## src/sv/rkcf_pkg.sv

```systemverilog
// ----------------------------------------------------------------------------
// rkcf_pkg
// Shared types and constants of the RGB 3x3 correlation filter.
// ----------------------------------------------------------------------------
package rkcf_pkg;

  localparam int MAX_WIDTH  = 1024;
  localparam int MAX_HEIGHT = 1024;
  localparam int COL_W      = 10;
  localparam int DIM_W      = 11;
  localparam int PIX_W      = 24;
  localparam int COEF_W     = 16;
  localparam int KROW_W     = 48;
  localparam int LINE_AW    = $clog2(MAX_WIDTH);

  // Register indexes (byte address is 8 * index).
  localparam logic [2:0] REG_WIDTH  = 3'd0;
  localparam logic [2:0] REG_HEIGHT = 3'd1;
  localparam logic [2:0] REG_KTOP   = 3'd2;
  localparam logic [2:0] REG_KMID   = 3'd3;
  localparam logic [2:0] REG_KBOT   = 3'd4;
  localparam logic [2:0] REG_INV    = 3'd5;
  localparam logic [2:0] REG_BIAS   = 3'd6;

  typedef struct packed {
    logic [DIM_W-1:0]  image_width;
    logic [DIM_W-1:0]  image_height;
    logic [KROW_W-1:0] kernel_top;
    logic [KROW_W-1:0] kernel_middle;
    logic [KROW_W-1:0] kernel_bottom;
    logic [23:0]       inv_scale;
    logic [23:0]       bias;
  } cfg_t;

  typedef struct packed {
    logic clr;
    logic tap_en;
    logic scale_en;
  } dp_ctrl_t;

endpackage

```

## src/sv/rkcf_regs.sv

```systemverilog
// ----------------------------------------------------------------------------
// rkcf_regs
// APB-style configuration registers of the correlation filter.
// ----------------------------------------------------------------------------
module rkcf_regs (
  input  logic                clk,
  input  logic                rst_n,
  input  logic                psel,
  input  logic                penable,
  input  logic                pwrite,
  input  logic [5:0]          paddr,
  input  logic [63:0]         pwdata,
  output logic [63:0]         prdata,
  output logic                pready,
  output rkcf_pkg::cfg_t      cfg
);

  rkcf_pkg::cfg_t cfg_r;
  logic           wr_en;

  assign pready = 1'b1;
  assign wr_en  = psel && penable && pwrite;
  assign cfg    = cfg_r;

  always_ff @(posedge clk) begin
    if (!rst_n) begin
      cfg_r.image_width   <= 11'd640;
      cfg_r.image_height  <= 11'd480;
      cfg_r.kernel_top    <= '0;
      cfg_r.kernel_middle <= 48'd16777216;
      cfg_r.kernel_bottom <= '0;
      cfg_r.inv_scale     <= 24'd65536;
      cfg_r.bias          <= '0;
    end else if (wr_en) begin
      unique case (paddr[5:3])
        rkcf_pkg::REG_WIDTH:  cfg_r.image_width   <= pwdata[10:0];
        rkcf_pkg::REG_HEIGHT: cfg_r.image_height  <= pwdata[10:0];
        rkcf_pkg::REG_KTOP:   cfg_r.kernel_top    <= pwdata[47:0];
        rkcf_pkg::REG_KMID:   cfg_r.kernel_middle <= pwdata[47:0];
        rkcf_pkg::REG_KBOT:   cfg_r.kernel_bottom <= pwdata[47:0];
        rkcf_pkg::REG_INV:    cfg_r.inv_scale     <= pwdata[23:0];
        rkcf_pkg::REG_BIAS:   cfg_r.bias          <= pwdata[23:0];
        default: ;
      endcase
    end
  end

  always_comb begin
    unique case (paddr[5:3])
      rkcf_pkg::REG_WIDTH:  prdata = {53'd0, cfg_r.image_width};
      rkcf_pkg::REG_HEIGHT: prdata = {53'd0, cfg_r.image_height};
      rkcf_pkg::REG_KTOP:   prdata = {16'd0, cfg_r.kernel_top};
      rkcf_pkg::REG_KMID:   prdata = {16'd0, cfg_r.kernel_middle};
      rkcf_pkg::REG_KBOT:   prdata = {16'd0, cfg_r.kernel_bottom};
      rkcf_pkg::REG_INV:    prdata = {40'd0, cfg_r.inv_scale};
      rkcf_pkg::REG_BIAS:   prdata = {40'd0, cfg_r.bias};
      default:              prdata = '0;
    endcase
  end

endmodule

```

## config.mk

```make
export PLATFORM = sky130hd
export DESIGN_NAME = rkcf_regs
export DESIGN_NICKNAME = d
export VERILOG_FILES = /design/src/sv/rkcf_pkg.sv /design/src/sv/rkcf_regs.sv
export SDC_FILE = /design/constraint.sdc
export NUM_CORES = 1
export LEC_CHECK = 0
export ABC_AREA = 1
export BUFFER_PORTS_ARGS = -buffer_cell sky130_fd_sc_hd__buf_2
export CAP_MARGIN = 10
export CELL_PAD_IN_SITES_DETAIL_PLACEMENT = 2
export CELL_PAD_IN_SITES_GLOBAL_PLACEMENT = 2
export CORE_ASPECT_RATIO = 1.5
export CORE_MARGIN = 2
export CORE_UTILIZATION = 25
export DETAILED_ROUTE_END_ITERATION = 8
export HOLD_SLACK_MARGIN = 0.12
export PLACE_DENSITY = 0.81
export SYNTH_ARGS = -nofsm -noshare
export SYNTH_HDL_FRONTEND = slang
export SYNTH_SLANG_ARGS = --single-unit
```

## constraint.sdc

```tcl
create_clock -name clk -period 1.46 [get_ports clk]
set_input_delay 0.219 -clock clk [delete_from_list [all_inputs] [get_ports clk]]
set_output_delay 0.219 -clock clk [all_outputs]
set_load 0.01 [all_outputs]
```

* Yosys cells after proc, flatten, opt, wreduce, memory -nomap -nowiden
Index checks and enable logic that the tools add are counted.
** Word-level totals
- Memories :: 0
- Bits of input ports :: 75
- Logic and storage cells :: 24
- Bits in registers :: 214
- Bits in read-only memories :: 0
- Output and inout port bits :: 279
- Bits in writable memories :: 0
- Bits in latches :: 0
** Cells by class
- Magnitude comparators :: 0
- Shifts and indexed selects :: 0
- Divide/modulo/power cells :: 0
- Multiplexer cells :: 1
- Bitwise gates (word level) :: 0
- Reduce and logical (&&, ||, !) cells :: 10
- $mul :: 0
- Add/subtract/negate cells :: 0
- Equality and inequality tests :: 6
** Operator list (number)
- case mux 48 bit (7 select lines) :: 1
- AND reduction 2 bit :: 7
- equality test 3 bit, second input constant :: 3
- equality test 3 x 2 -> 1 bit, second input constant :: 2
- equality test 3 x 1 -> 1 bit, second input constant :: 1
- zero test 3 bit :: 1
- logical AND 1 bit :: 2

* Logic depth before layout (Yosys ltp)
- Word-level depth :: 3
- Gate-level depth with buffers :: 9
- Depth with buffers taken out :: 6

* Worst setup path after synthesis
No wires, ideal clock.
- Kind :: input port to output port
- Start :: input paddr[5]
- End :: output prdata[18]
- Data required time :: 1.241 ns
- Path buffers :: 3
- Slack :: 0.090 ns
- Cell stages on the path :: 7
- Data arrival time :: 1.151 ns
- Path through :: buf_4 -> buf_2 -> buf_1 -> nand4_1 -> nand2_1 -> nor2_1 -> nand2_1
** Between the ends
- Longest elaborated chain between the ends :: 2
- Elaborated cells between the ends (all ways) :: 8
- Those cells by class :: 6 x eq/ne; 1 x mux; 1 x reduce/logical
** RTL lines
- from (decl) :: line rkcf_regs.sv:11 : input logic [5:0] paddr,
- equality test 3 bit (tied with other cells) :: line rkcf_regs.sv:49 : unique case (paddr[5:3])
- case mux 48 bit (7 select lines) * :: line rkcf_regs.sv:49
- to (decl) :: line rkcf_regs.sv:13 : output logic [63:0] prdata,
Every way passes the cells marked *; elsewhere a longest branch is shown, timed or not.

* Worst setup path after layout
- Start :: register cfg_r, in the netlist cfg[100]
- End :: output prdata[4]
** Between the ends
- Longest elaborated chain between the ends :: 1
** RTL lines
- from (decl) :: line rkcf_regs.sv:18 : rkcf_pkg::cfg_t cfg_r;
- case mux 48 bit (7 select lines) :: line rkcf_regs.sv:49
No other way between the ends.

==> impl_metrics.py <==
metrics = {
    "run_status": {
        "status": "finished with violations",
        "violations": "setup timing",
    },
    "pwr": {
        "internal_power_uw": 10300,
        "seqPwrFrac_pct": 41.3,
        "p_comb_share_pct": 12.9,
        "p_leak_uw": 0.00851,
        "ir_drop_mv": 0.584,
        "power_density_nw_per_um2": 889,
        "switching_share_pct": 28.5,
        "p_total_uw": 14500,
        "p_clk_share_pct": 45.8,
        "p_sw_uw": 4130,
    },
    "layout": {
        "drive_gt1_share_pct": 38.7,
        "fillCellCount": 4691,
        "syn2layout_area_growth_pct": 57.9,
        "seqCellArea_um2": 4460,
        "final_cell_area_um2": 16300,
        "nets": 2153,
        "largest_register_ffs": 214,
        "postLayoutCoreUtil_pct": 39.8,
        "multi_input_area_um2": 5930,
    },
    "synthesis": {
        "synth.distinct_cells": 18,
        "syn_inst": 1645,
        "synth-seq-cells": 214,
        "post_synth_main_area_contributors": "dfxtp_1 (42%), nand2_1 (19%), nor2_1 (17%)",
        "seq_area_frac_synth_pct": 41.6,
        "netlist.top_cell.by_area": "dfxtp_1",
        "yosysWarnings": 0,
        "synth_top_area_share_pct": 41.6,
        "avgSynthCellArea_um2": 6.27,
        "netlist_area_um2": 10300,
    },
    "critical_path": {
        "start_kind": "register",
        "cp.arrival_ns": 1.52,
        "crit_required_ns": 1.24,
        "crit_fanout": 3,
        "path_class": "reg -> out",
        "end_kind": "output pin",
    },
    "route": {
        "firstDrtPassIters": 5,
        "drt_iter0_markers": 891,
        "ant_nets": 0,
        "wl_per_cell_um": 25.3,
        "drt-total-wl_mm": 65.9,
        "drt-vias-per-instance": 5.17,
        "drc": 0,
        "num_vias": 13500,
    },
    "placed_design": {
        "place_area_um2": 12900,
        "dp_hpwl_mm": 36.0,
        "port_buffers": 317,
        "place_congestion": 0.825,
    },
    "die": {
        "die_area_um2": 42900,
        "fp.coreArea_um2": 40900,
        "die_y_um": 253,
        "fp-row-count": 91,
        "start_util_pct": 25.2,
        "ioPinCount": 354,
        "die_x_um": 170,
    },
    "clock_network": {
        "clockRootBuffer": "clkbuf_16",
        "h-tree-depth": 1,
        "cts_buffers": 25,
        "cts_tree": "built",
        "clkLatencyLatePin_ns": 0.53,
        "cts.clk_slew.worst_paths_ns": 0.07,
        "cts.sinks": 214,
        "ctsLongestPathBuffers": 3,
    },
    "timing": {
        "finalSetupViolCount": 45,
        "fin_skew_ns": 0,
        "rsz0062_at_grt": "yes",
        "period_share_pct": 119,
        "hold_slack_ns": 0.151,
        "setup_ws_ns": -0.283,
        "final.setup.tns_ns": -4.45,
        "max_freq_mhz": 574,
        "finalHoldViolations": 0,
        "period_needed_ns": 1.74,
        "final_max_slew_viol_count": 0,
    },
    "global_routing": {
        "grt_max_degree": 47,
        "grt_usage_pct": 29.0,
        "gr-total-overflow": 0,
        "antenna_found_initial": 2,
        "grt_pass1_wl_mm": 94.7,
        "grt_pass1_vias": 15300,
    },
    "worst_hold_path": {
        "min_path_type": "in -> reg",
    },
    "job": {
        "max_cap_violations": 0,
    },
}
critical path, stage by stage (launching register included):
cell	delay, ns
dfxtp_1	0.33
nand2_1	0.09
nand2_1	0.10
nor2_2	0.20
nand2_2	0.13
buf_6	0.14
cell type report:
type,count,area share (%)
Sequential cell,214,27.4
Tap cell,511,3.93
Timing Repair Buffer,526,25.7
Inverter,63,1.56
Antenna cell,2,0.0308
Clock buffer,33,4.34
Clock inverter,9,0.638
Multi-Input combinational cell,1248,36.4
stage by stage:
step / setup slack, ns / instances
after floorplan: 0.0895 / 1660
after global placement: -0.142 / 2432
after detailed placement: -0.223 / 2432
after CTS: -0.238 / 2598
after global routing: -0.334 / 2606
final: -0.283 / 2606
cells in the final DEF (no fill, tap or decap), drive strengths merged:
cell type / instances
clkinvlp: 1
nand2: 514
clkbuf: 33
dfxtp: 214
bufinv: 2
nand3: 185
buf: 481
dlygate4sd3: 42
diode: 2
conb: 17
inv: 63
nor2: 471
clkinv: 6
bufbuf: 3
nand4: 59
o21ai: 2
cells in the mapped netlist, drive strengths merged:
master  count
inv        63
o21ai       2
nand4      59
dfxtp     214
buf        95
nor2      471
clkbuf     40
nand2     514
conb        2
nand3     185
cell families after synthesis:
logic type	Yosys count	synth area share [%]
AOI/OAI and AO/OA	2	0.0971
DFF	214	41.6
other	2	0.0729
buffers and inverters	198	9.42
and+or+nand+nor	1229	48.8
routing by layer:
| layer | routed length [um] | part of all wire [%] | vias up | track usage (%) |
|---|---|---|---|---|
| li1 | - | - | 5965 | - |
| met1 | 23700 | 36 | 6711 | 30.4 |
| met2 | 34400 | 52 | 537 | 54.1 |
| met3 | 3160 | 4.8 | 247 | 4.17 |
| met4 | 4700 | 7.1 | 0 | 17.5 |
| met5 | 0 | 0 | - | 0 |
path summary, 6_finish.rpt:
check	start	endpoint	slack, ns	cells past startpoint
worst max-delay path	cfg[100]	prdata[4]	-0.28	5
worst min register to register	cfg[198]	cfg[198]	0.50	2
worst min-delay path	pwdata[1]	cfg[97]	0.15	5
worst max register to register	cfg[103]	cfg[103]	0.59	2
repair_timing:
| item | in CTS | in global routing |
|---|---|---|
| buffers inserted | 73 | 13 |
| resized for setup | 249 | 162 |
| endpoints found under the hold margin | 148 | 0 |
| setup endpoints to repair | 48 | 48 |
| gates cloned | 9 | 0 |
| hold buffers | 42 | 0 |
| pin swaps | 82 | 42 |
power groups by stage:
stage	Combinational (uW)	Clock [uW]	Sequential, uW
after global routing	1980	6900	5990
after detailed placement	1390	0	6110
after CTS	1740	6580	5980
final	1870	6620	5980
after floorplan	717	0	6130
after global placement	1340	0	6110
Power figures use the tool's default switching activity.
